<file path="config.mk">
export PLATFORM = sky130hd
export DESIGN_NAME = crc8_framed_packet_receiver
export DESIGN_NICKNAME = d
export VERILOG_FILES = /design/src/sv/crcfr_pkg.sv /design/src/sv/crcfr_core.sv /design/src/sv/crc8_framed_packet_receiver.sv
export SDC_FILE = /design/constraint.sdc
export NUM_CORES = 1
export LEC_CHECK = 0
export BUFFER_PORTS_ARGS = -buffer_cell sky130_fd_sc_hd__buf_2
export CAP_MARGIN = 10
export CORE_ASPECT_RATIO = 0.7
export CORE_MARGIN = 5
export CORE_UTILIZATION = 50
export CTS_BUF_LIST = sky130_fd_sc_hd__clkbuf_8
export DETAILED_ROUTE_END_ITERATION = 8
export HOLD_SLACK_MARGIN = 0.06
export PLACE_DENSITY = 0.81
export SYNTH_ARGS = -nofsm -noshare
export SYNTH_HDL_FRONTEND = slang
export SYNTH_SLANG_ARGS = --single-unit
</file>
<file path="constraint.sdc">
create_clock -name clk -period 5.45 [get_ports clk]
set_clock_uncertainty 0.1 [all_clocks]
set_input_delay 0.545 -clock clk [delete_from_list [all_inputs] [get_ports clk]]
set_output_delay 0.545 -clock clk [all_outputs]
set_load 0.005 [all_outputs]
</file>
<file path="src/sv/crcfr_pkg.sv">
// crcfr_pkg: shared types, frame constants and the CRC-8 byte step
// for the framed packet receiver. No dependencies.
`timescale 1ns / 1ps

package crcfr_pkg;

    localparam logic [7:0] PREAMBLE0 = 8'hAC;
    localparam logic [7:0] PREAMBLE1 = 8'h53;
    localparam logic [7:0] CRC_POLY  = 8'h31;
    localparam logic [7:0] LEN_MIN   = 8'd4;
    localparam logic [7:0] LEN_MAX   = 8'd253;

    // frame positions, counted from 1 at the first preamble byte
    localparam int POS_PRE0    = 1;
    localparam int POS_PRE1    = 2;
    localparam int POS_LEN     = 3;
    localparam int POS_SEQ     = 4;
    localparam int POS_ADDR    = 5;
    localparam int POS_PAYLOAD = 6;

    // frame end compare: count and length + 3 both fit here
    localparam int END_W = 9;

    localparam int REG_EXPECTED_SEQUENCE = 0;
    localparam int REG_DEVICE_ADDRESS    = 1;

    localparam logic KIND_PAYLOAD = 1'b0;
    localparam logic KIND_STATUS  = 1'b1;

    typedef struct packed {
        logic       kind;
        logic [7:0] payload_byte;
        logic       frame_ok;
        logic       err_preamble;
        logic       err_length;
        logic       err_sequence;
        logic       err_address;
        logic       err_crc;
        logic       err_too_big;
    } res_t;

    // CRC-8, MSB first, one byte
    function automatic logic [7:0] crc8_step(input logic [7:0] crc, input logic [7:0] b);
        logic [7:0] c;
        c = crc ^ b;
        for (int k = 0; k < 8; k++)
        begin
            if (c[7])
                c = {c[6:0], 1'b0} ^ CRC_POLY;
            else
                c = {c[6:0], 1'b0};
        end
        return c;
    endfunction

endpackage

</file>
<file path="src/sv/crcfr_core.sv">
// crcfr_core: frame state registers and per-byte check logic.
// Depends on crcfr_pkg.
`timescale 1ns / 1ps

module crcfr_core #(
    parameter int MAX_FRAME_BYTES = 256
) (
    input  logic              clk,
    input  logic              rst_n,
    input  logic              step,
    input  logic [7:0]        rx_byte,
    input  logic [7:0]        expected_sequence,
    input  logic [7:0]        device_address,
    output logic              has_result,
    output crcfr_pkg::res_t   result
);
    import crcfr_pkg::*;

    localparam int CNT_W = $clog2(MAX_FRAME_BYTES + 2);

    logic [CNT_W-1:0] byte_count_reg, byte_count_next;
    logic [7:0]       length_field_reg, length_field_next;
    logic [7:0]       crc_reg, crc_next;
    logic             fpo_reg, fpo_next;

    logic [CNT_W-1:0] cnt;
    logic [END_W-1:0] cnt_e;
    logic [END_W-1:0] len_end;
    logic [7:0]       len;
    logic [7:0]       v;
    logic [7:0]       crc;
    logic             complete;
    logic             ep, el, es, ea, ec, et;
    logic             any_err;
    logic             frame_end;

    always_comb
    begin
        cnt      = byte_count_reg + CNT_W'(1);
        cnt_e    = END_W'(cnt);
        len      = (cnt == CNT_W'(POS_LEN)) ? rx_byte : length_field_reg;
        len_end  = END_W'(len) + END_W'(3);
        complete = (cnt_e >= END_W'(POS_LEN)) && (cnt_e == len_end);
        v        = complete ? 8'd0 : rx_byte;
        fpo_next = (cnt == CNT_W'(POS_PRE0)) ? (rx_byte == PREAMBLE0) : fpo_reg;

        ep = (cnt == CNT_W'(POS_PRE1)) && !(fpo_reg && rx_byte == PREAMBLE1);
        el = (cnt_e >= END_W'(POS_LEN)) && ((len < LEN_MIN) || (len > LEN_MAX));
        es = (cnt == CNT_W'(POS_SEQ)) && (v != expected_sequence);
        ea = (cnt == CNT_W'(POS_ADDR)) && (v != device_address);
        crc = crc8_step(crc_reg, v);
        ec = complete && (rx_byte != crc);
        et = cnt > CNT_W'(MAX_FRAME_BYTES);

        any_err   = ep || el || es || ea || ec || et;
        frame_end = any_err || complete;

        result.kind         = frame_end ? KIND_STATUS : KIND_PAYLOAD;
        result.payload_byte = frame_end ? 8'd0 : rx_byte;
        result.frame_ok     = frame_end && !any_err;
        result.err_preamble = ep;
        result.err_length   = el;
        result.err_sequence = es;
        result.err_address  = ea;
        result.err_crc      = ec;
        result.err_too_big  = et;
        has_result = frame_end || (cnt >= CNT_W'(POS_PAYLOAD));

        if (frame_end)
        begin
            byte_count_next   = '0;
            length_field_next = 8'd0;
            crc_next          = 8'd0;
        end
        else
        begin
            byte_count_next   = cnt;
            length_field_next = len;
            crc_next          = crc;
        end
    end

    always_ff @(posedge clk or negedge rst_n)
    begin
        if (!rst_n)
        begin
            byte_count_reg   <= '0;
            length_field_reg <= 8'd0;
            crc_reg          <= 8'd0;
            fpo_reg          <= 1'b0;
        end
        else if (step)
        begin
            byte_count_reg   <= byte_count_next;
            length_field_reg <= length_field_next;
            crc_reg          <= crc_next;
            fpo_reg          <= frame_end ? 1'b0 : fpo_next;
        end
    end

endmodule

</file>
<file path="src/sv/crc8_framed_packet_receiver.sv">
// crc8_framed_packet_receiver: top level with input register, config
// registers and output register. Depends on crcfr_pkg and crcfr_core.
`timescale 1ns / 1ps

// Takes one received byte per cycle while the output is not stalled, and checks
// frames of the form AC 53, length (4..253), sequence, address, payload, CRC-8
// (poly 0x31, init 0, MSB first, zero in the CRC position). Payload bytes come
// out as kind 0 items; the first failed check or the frame end gives one kind 1
// status item and the receiver goes back to waiting for a preamble. A byte is
// taken into the input register and its result into the output register before
// the result is offered, and a stalled output holds off input after one more
// byte.
// Header bytes that pass give no item. Config writes belong to idle periods.

module crc8_framed_packet_receiver #(
    parameter int MAX_FRAME_BYTES = 256
) (
    input  logic        clk,
    input  logic        rst_n,
    input  logic        s_tvalid,
    output logic        s_tready,
    input  logic [7:0]  s_tdata,   // [7:0] rx_byte
    output logic        m_tvalid,
    input  logic        m_tready,
    output logic [15:0] m_tdata,   // [7:0] payload_byte, [8] frame_ok, [9] err_preamble,
                                   // [10] err_length, [11] err_sequence, [12] err_address,
                                   // [13] err_crc, [14] err_too_big, [15] zero
    output logic        m_tuser,   // [0] result_kind
    input  logic        cfg_we,
    input  logic        cfg_index,
    input  logic [7:0]  cfg_data
);
    import crcfr_pkg::*;

    logic       in_valid_reg;
    logic [7:0] in_byte_reg;
    logic [7:0] exp_seq_reg;
    logic [7:0] dev_addr_reg;
    logic       out_valid_reg;
    res_t       out_reg;

    logic       out_free;
    logic       step;
    logic       has_result;
    res_t       result;

    assign out_free = !out_valid_reg || m_tready;
    assign step     = in_valid_reg && out_free;
    assign s_tready = !in_valid_reg || out_free;

    crcfr_core #(
        .MAX_FRAME_BYTES(MAX_FRAME_BYTES)
    ) u_core (
        .clk              (clk),
        .rst_n            (rst_n),
        .step             (step),
        .rx_byte          (in_byte_reg),
        .expected_sequence(exp_seq_reg),
        .device_address   (dev_addr_reg),
        .has_result       (has_result),
        .result           (result)
    );

    always_ff @(posedge clk or negedge rst_n)
    begin
        if (!rst_n)
        begin
            exp_seq_reg  <= 8'd0;
            dev_addr_reg <= 8'd1;
        end
        else if (cfg_we)
        begin
            unique case (cfg_index)
                1'(REG_EXPECTED_SEQUENCE): exp_seq_reg  <= cfg_data;
                1'(REG_DEVICE_ADDRESS):    dev_addr_reg <= cfg_data;
                default:                   exp_seq_reg  <= exp_seq_reg;
            endcase
        end
    end

    always_ff @(posedge clk or negedge rst_n)
    begin
        if (!rst_n)
            in_valid_reg <= 1'b0;
        else if (s_tvalid && s_tready)
            in_valid_reg <= 1'b1;
        else if (step)
            in_valid_reg <= 1'b0;
    end

    always_ff @(posedge clk)
    begin
        if (s_tvalid && s_tready)
            in_byte_reg <= s_tdata;
        if (step && has_result)
            out_reg <= result;
    end

    always_ff @(posedge clk or negedge rst_n)
    begin
        if (!rst_n)
            out_valid_reg <= 1'b0;
        else if (out_free)
            out_valid_reg <= step && has_result;
    end

    assign m_tvalid = out_valid_reg;
    assign m_tuser  = out_reg.kind;
    assign m_tdata  = {1'b0, out_reg.err_too_big, out_reg.err_crc, out_reg.err_address,
                       out_reg.err_sequence, out_reg.err_length, out_reg.err_preamble,
                       out_reg.frame_ok, out_reg.payload_byte};

endmodule

</file>
Yosys cells after proc, flatten, opt, wreduce, memory -nomap -nowiden
Cells that the tools add are included.
- $add $sub $neg: 2
- $lt $le $gt $ge: 5
- equality and inequality tests: 11
- mux-type cells: 18
- bitwise gates (word level): 10
- reduce and logical (&&, ||, !) cells: 30
- operators with widths (kind ; number):
    2-to-1 mux 6 bit ; 8
    2-to-1 mux 8 bit ; 4
    != test 8 bit ; 3
    NOT 3 bit ; 8
    == test 9 x 2 -> 1 bit (second input constant) ; 2
    == test 9 x 3 -> 1 bit (second input constant) ; 2
    logical AND 1 bit ; 11
    logical OR 1 bit ; 10
    adder 8 x 2 -> 9 bit (second input constant) ; 1
    adder 9 x 1 -> 9 bit (second input constant) ; 1
    == test 9 x 1 -> 1 bit (second input constant) ; 1
    == test 9 bit ; 1
    >= comparator 9 x 2 -> 1 bit (second input constant) ; 1
    >= comparator 9 x 3 -> 1 bit (second input constant) ; 1
    greater-than comparator 9 bit (second input constant) ; 1
    2-to-1 mux 9 bit ; 1
    == test 8 x 7 -> 1 bit (second input constant) ; 1
    == test 8 bit (second input constant) ; 1
    greater-than comparator 8 bit (second input constant) ; 1
    less-than comparator 8 x 3 -> 1 bit (second input constant) ; 1
    bitwise XOR 8 bit ; 1
    AND reduction 2 bit ; 3
    2-to-1 mux 1 bit ; 5
    logical NOT 1 bit ; 4
    other kinds (2) ; 3
- bits in registers: 68
- bits of input ports: 22
- output and inout bits: 19

Depth between registers and ports, before layout
- depth after elaboration: 31
- mapped depth: 23
- depth with buffers taken out: 20

By module
A second synthesis with hierarchy kept.
- cell total of the unflattened synthesis: 545
- area, all modules: 5121.2 sq um
- modules (own cells, without submodules) (module ; times used ; cells each ; area an instance (sq um)):
    crcfr_core ; 1 ; 474 ; 3649.8
    crc8_framed_packet_receiver ; 1 ; 71 ; 1471.4

Worst setup path after synthesis
OpenSTA, ideal clock, no wires.
- path kind: register to register
- from: reg u_core.byte_count_reg[0]
- to: reg out_reg (netlist bit m_tdata[0]), enable pin
- arrival: 5.493 ns
- path slack: -0.542 ns
- cell stages (with the launch flop): 20
- path buffers: 2
- clock period less this slack: 5.992 ns
- cells stage by stage: dfrtp_1 -> ha_1 -> and3_2 -> mux2i_1 -> a31oi_4 -> nor2_4 -> clkbuf_1 -> mux2i_1 -> ha_1 -> inv_1 -> and4_1 -> o21ai_0 -> a22oi_1 -> o311a_1 -> a311oi_4 -> and2_2 -> clkbuf_1 -> a311o_1 -> nor3_1 -> a31oi_1
- word-level cells in the longest chain between the ends: 24
- elaborated cells on any way between the ends: 49
- those cells by class: 2 x add/sub; 5 x order compare; 8 x eq/ne; 10 x mux; 9 x bitwise; 15 x reduce/logical
- RTL lines (what ; RTL line ; RTL):
    start: declaration ; crcfr_core.sv:21 ; logic [CNT_W-1:0] byte_count_reg, byte_count_next;
    start signal: assignment ; crcfr_core.sv:94 ; byte_count_reg <= byte_count_next;
    adder 9 x 1 -> 9 bit * ; crcfr_core.sv:39 ; cnt = byte_count_reg + CNT_W'(1);
    == test 9 x 2 -> 1 bit ; crcfr_core.sv:41 ; len = (cnt == CNT_W'(POS_LEN)) ? rx_byte : length_field_reg;
    2-to-1 mux 8 bit ; crcfr_core.sv:41 ;
    adder 8 x 2 -> 9 bit ; crcfr_core.sv:42 ; len_end = END_W'(len) + END_W'(3);
    == test 9 bit ; crcfr_core.sv:43 ; complete = (cnt_e >= END_W'(POS_LEN)) && (cnt_e == len_end);
    logical AND 1 bit ; crcfr_core.sv:43 ;
    2-to-1 mux 8 bit ; crcfr_core.sv:44 ; v = complete ? 8'd0 : rx_byte;
    bitwise XOR 8 bit ; crcfr_pkg.sv:45 ; c = crc ^ b;
    [7 not listed] ; n/a ;
    NOT 3 bit (no source line) ; n/a ;
    2-to-1 mux 6 bit ; crcfr_pkg.sv:48 ; if (c[7])
    != test 8 bit ; crcfr_core.sv:52 ; ec = complete && (rx_byte != crc);
    logical AND 1 bit ; crcfr_core.sv:52 ;
    logical OR 1 bit (2 in a row) ; crcfr_core.sv:55 ; any_err = ep || el || es || ea || ec || et;
    logical OR 1 bit ; crcfr_core.sv:56 ; frame_end = any_err || complete;
    logical OR 1 bit * ; crcfr_core.sv:67 ; has_result = frame_end || (cnt >= CNT_W'(POS_PAYLOAD));
    logical AND 1 bit * ; crc8_framed_packet_receiver.sv:95 ; if (step && has_result)
    end signal: assignment ; crc8_framed_packet_receiver.sv:96 ; out_reg <= result;
    end: declaration ; crc8_framed_packet_receiver.sv:40 ; res_t out_reg;
Every way passes the cells marked *; elsewhere a longest branch is shown, timed or not.
A chain may end at the register's enable or synchronous reset.

Final worst setup path
- from: reg u_core.byte_count_reg[0]
- to: reg u_core.crc_reg[2]
- word-level cells in the longest chain between the ends: 23
- elaborated cells on any way between the ends: 47
- those cells by class: 2 x add/sub; 4 x order compare; 8 x eq/ne; 11 x mux; 9 x bitwise; 13 x reduce/logical
- RTL lines (what ; RTL line ; RTL):
    adder 9 x 1 -> 9 bit * ; crcfr_core.sv:39 ;
    == test 9 x 2 -> 1 bit ; crcfr_core.sv:41 ;
    2-to-1 mux 8 bit ; crcfr_core.sv:41 ;
    adder 8 x 2 -> 9 bit ; crcfr_core.sv:42 ;
    == test 9 bit ; crcfr_core.sv:43 ;
    logical AND 1 bit ; crcfr_core.sv:43 ;
    2-to-1 mux 8 bit ; crcfr_core.sv:44 ;
    bitwise XOR 8 bit ; crcfr_pkg.sv:45 ;
    [5 not listed] ; n/a ;
    2-to-1 mux 6 bit (2 in a row) ; crcfr_pkg.sv:48 ;
    NOT 3 bit (no source line) ; n/a ;
    2-to-1 mux 6 bit ; crcfr_pkg.sv:48 ;
    != test 8 bit ; crcfr_core.sv:52 ;
    logical AND 1 bit ; crcfr_core.sv:52 ;
    logical OR 1 bit (2 in a row) ; crcfr_core.sv:55 ;
    logical OR 1 bit ; crcfr_core.sv:56 ;
    2-to-1 mux 8 bit * ; crcfr_core.sv:69 ; if (frame_end)
    end signal: assignment ; crcfr_core.sv:96 ; crc_reg <= crc_next;
    end: declaration ; crcfr_core.sv:23 ; logic [7:0] crc_reg, crc_next;
Marked as above.

==> out/qor.yml <==
status:
  status: "finished, final reports clean"
detailed_routing:
  routed_wl_mm: 12.7
  drt_iter0_drc: 481
  remaining_drc_errors: 0
  drtAntennaViolNets: 0
  viasPerCell: 6.09
  wl_per_cell_um: 19.0
  vias: 4060
  drt_pass1_iterations: 5
pwr:
  leakagePower_uw: 0.00210
  ir_worst_vdd_mv: 0.282
  power_density_mw_per_mm2: 611
  p_total_uw: 3200
worst_setup_path:
  start_kind: "flop"
  startpoint: "u_core.byte_count_reg[0]$_DFFE_PN0P_"
  crit_fanout: 24
  r2r_start: "u_core.byte_count_reg[0]$_DFFE_PN0P_"
  crit_arrival_ps: 5360
  crit_type: "flop to flop"
  end_kind: "flop"
  reg2reg_setup_slack_ps: 260
  required_ps: 5620
finish:
  mostFrequentLayoutCell: "nand2_1"
  area_delta_synth_final_pct: 12.6
  final_cell_area_mm2: 0.00525
  drive_above_1_share_pct: 21.5
  final_cell_mix: "nand2_1, dfrtp_1, buf_2"
  largest_reg_flops: 15
  final_net_count: 567
  fill_cells: 795
  insertedDiodeCount: 0
place:
  post-dp-hpwl_mm: 9.04
  io_buffers: 39
  dp_slack_ps: 141
  place.gp.congestion: 0.934
  placed_area_mm2: 0.00505
logic_synthesis:
  ys_seq_elements: 68
  synth.cell_area_mm2: 0.00466
  synthesis.nets: 525
  syn_area_per_cell_um2: 9.38
  synth_edf_count: 24
  yosysSeqAreaShare_pct: 39.1
  syn_inst: 497
  synth_cell_type_count: 74
  synth_ff_type: "dfrtp_1"
  ys_warn_count: 0
  async_reset_ff_share_pct: 64.7
die:
  fp.dieArea_mm2: 0.0114
  die_width_um: 125
  die_h_um: 90.8
  core_mm2: 0.00907
  io_pins: 41
  initial_utilization_pct: 51.4
  num_rows: 29
sta:
  hold_viol: 0
  tns_ps: 0
  rsz0062_at_grt: "no"
  worst_pin_slew_ps: 812
  fmax_ghz: 0.193
  fin_crit_ps: 5190
  setup_slack_ps: 258
  relSlewSlack_pct: 45.5
  maxSlewViolCount: 0
  period_share_pct: 95.3
  setup_viol: 0
clocking:
  clk_latency_ps: 360
  clock_path_buffers: 2
  clk_pin_slew_worst_paths_ps: 80
  cts_tree: "done"
  cts.sinks: 68
  cts_inserted_buffers: 9
  htreeDepth: 3
  cts_root_buffer: "clkbuf_8"
  holdBufCountCts: 0
grt:
  grt_pass1_vias: 3872
  overflow: 0
  antenna_found_initial: 0
  grt_pass1_wl_mm: 20.3
  gr-usage-all-layers_pct: 22.4
  grt_max_degree: 45
worst_hold_path:
  min_path_type: "input port to asynchronous set/reset pin"
job:
  drv_cap: 0
area by class of cell:
type,count,area [µm²],share of cell area [%]
clock inverter,6,33.8,0.644
multi-input combinational,389,2700,51.4
timing repair buffer,61,373,7.11
tap,124,155,2.96
clock buffer,9,124,2.36
sequential,68,1830,34.8
inverter,10,37.5,0.715
what timing repair did:
action / 4_1_cts / 5_1_grt
resized for setup: 0 / 8
setup endpoints to repair: 0 / 41
buffers inserted: 0 / 1
report_power, final:
group          leakage (µW)  internal, µW  total, µW  switching [µW]
registers          0.000791           753        895             142
clock network     0.0000821           158        357             199
logic               0.00123           828       1950            1120
total               0.00210          1740       3200            1470
path summary, 6_finish.rpt:
path / to / cells after the start
max: u_core.crc_reg[2]$_DFFE_PN0P_ / 19
min: u_core.byte_count_reg[8]$_DFFE_PN0P_ / 2
max reg2reg: u_core.crc_reg[2]$_DFFE_PN0P_ / 19
min reg2reg: u_core.fpo_reg$_DFFE_PN0P_ / 1
max in group asynchronous: u_core.byte_count_reg[4]$_DFFE_PN0P_ / 2
min in group clk: in_byte_reg[7]$_DFFE_PP_ / 1
routing by layer:
layer  global-route usage (%)  vias up  share of wire [%]  wire length (µm)
met3                     7.80       28                 11              1390
met1                     32.0     1926                 46              5850
met4                     5.69        0                1.5               190
li1                         -     1888                  -                 -
met5                        0        -                  0                 0
met2                     32.3      218                 42              5270
worst max-delay path: stages (launching register included):
cell and delay (ps):
dfrtp_1 400, buf_4 180, inv_1 180, ha_2 270
and2_1 200, nand3_1 200, nor2_4 150, mux2i_1 270
ha_2 260, inv_1 60, and4_1 180, o21ai_0 130
a22oi_1 100, o311a_1 340, a311oi_4 340, and2_2 240
o21ai_1 80, a221o_1 420, or4_4 730, o21ai_0 250
logic make-up after synthesis:
logic type,synth area share (%)
other,0.0805
muxes,6.55
xor gates and xnor gates,12.6
DFF,39.1
and+or+nand+nor,19.8
AOI/OAI and AO/OA,16.2
buffers and inverters,4.00
adders and majority gates,1.61
metrics by stage:
stage	hold slack, ps	cells	util (%)
5_1_grt	233	667	57.8
3_3_place_gp	382	651	55.6
4_1_cts	194	666	57.4
6_report	184	667	57.8
3_5_place_dp	390	651	55.6
2_1_floorplan	149	497	-
cells in the mapped netlist (6+ instances only):
| library cell | n | area, µm² |
|---|---|---|
| dfrtp_1 | 43 | 1080 |
| nand2b_1 | 6 | 37.5 |
| and2_1 | 11 | 68.8 |
| xnor2_1 | 35 | 307 |
| nand3_1 | 17 | 85.1 |
| o211ai_1 | 6 | 45.0 |
| clkbuf_1 | 14 | 52.6 |
| mux2_2 | 16 | 180 |
| nor2_1 | 18 | 67.6 |
| buf_1 | 6 | 22.5 |
| nand2_1 | 69 | 259 |
| inv_1 | 9 | 33.8 |
| edfxtp_1 | 24 | 721 |
| nor3_1 | 21 | 105 |
| xor2_1 | 27 | 236 |
| ha_1 | 6 | 75.1 |
| o21ai_1 | 13 | 65.1 |
| mux2i_1 | 11 | 110 |
| a21oi_1 | 19 | 95.1 |
| o21ai_0 | 23 | 115 |
| o2bb2ai_1 | 9 | 78.8 |
| and3_1 | 6 | 37.5 |
Note: power is estimated with default switching activity, not from simulation.
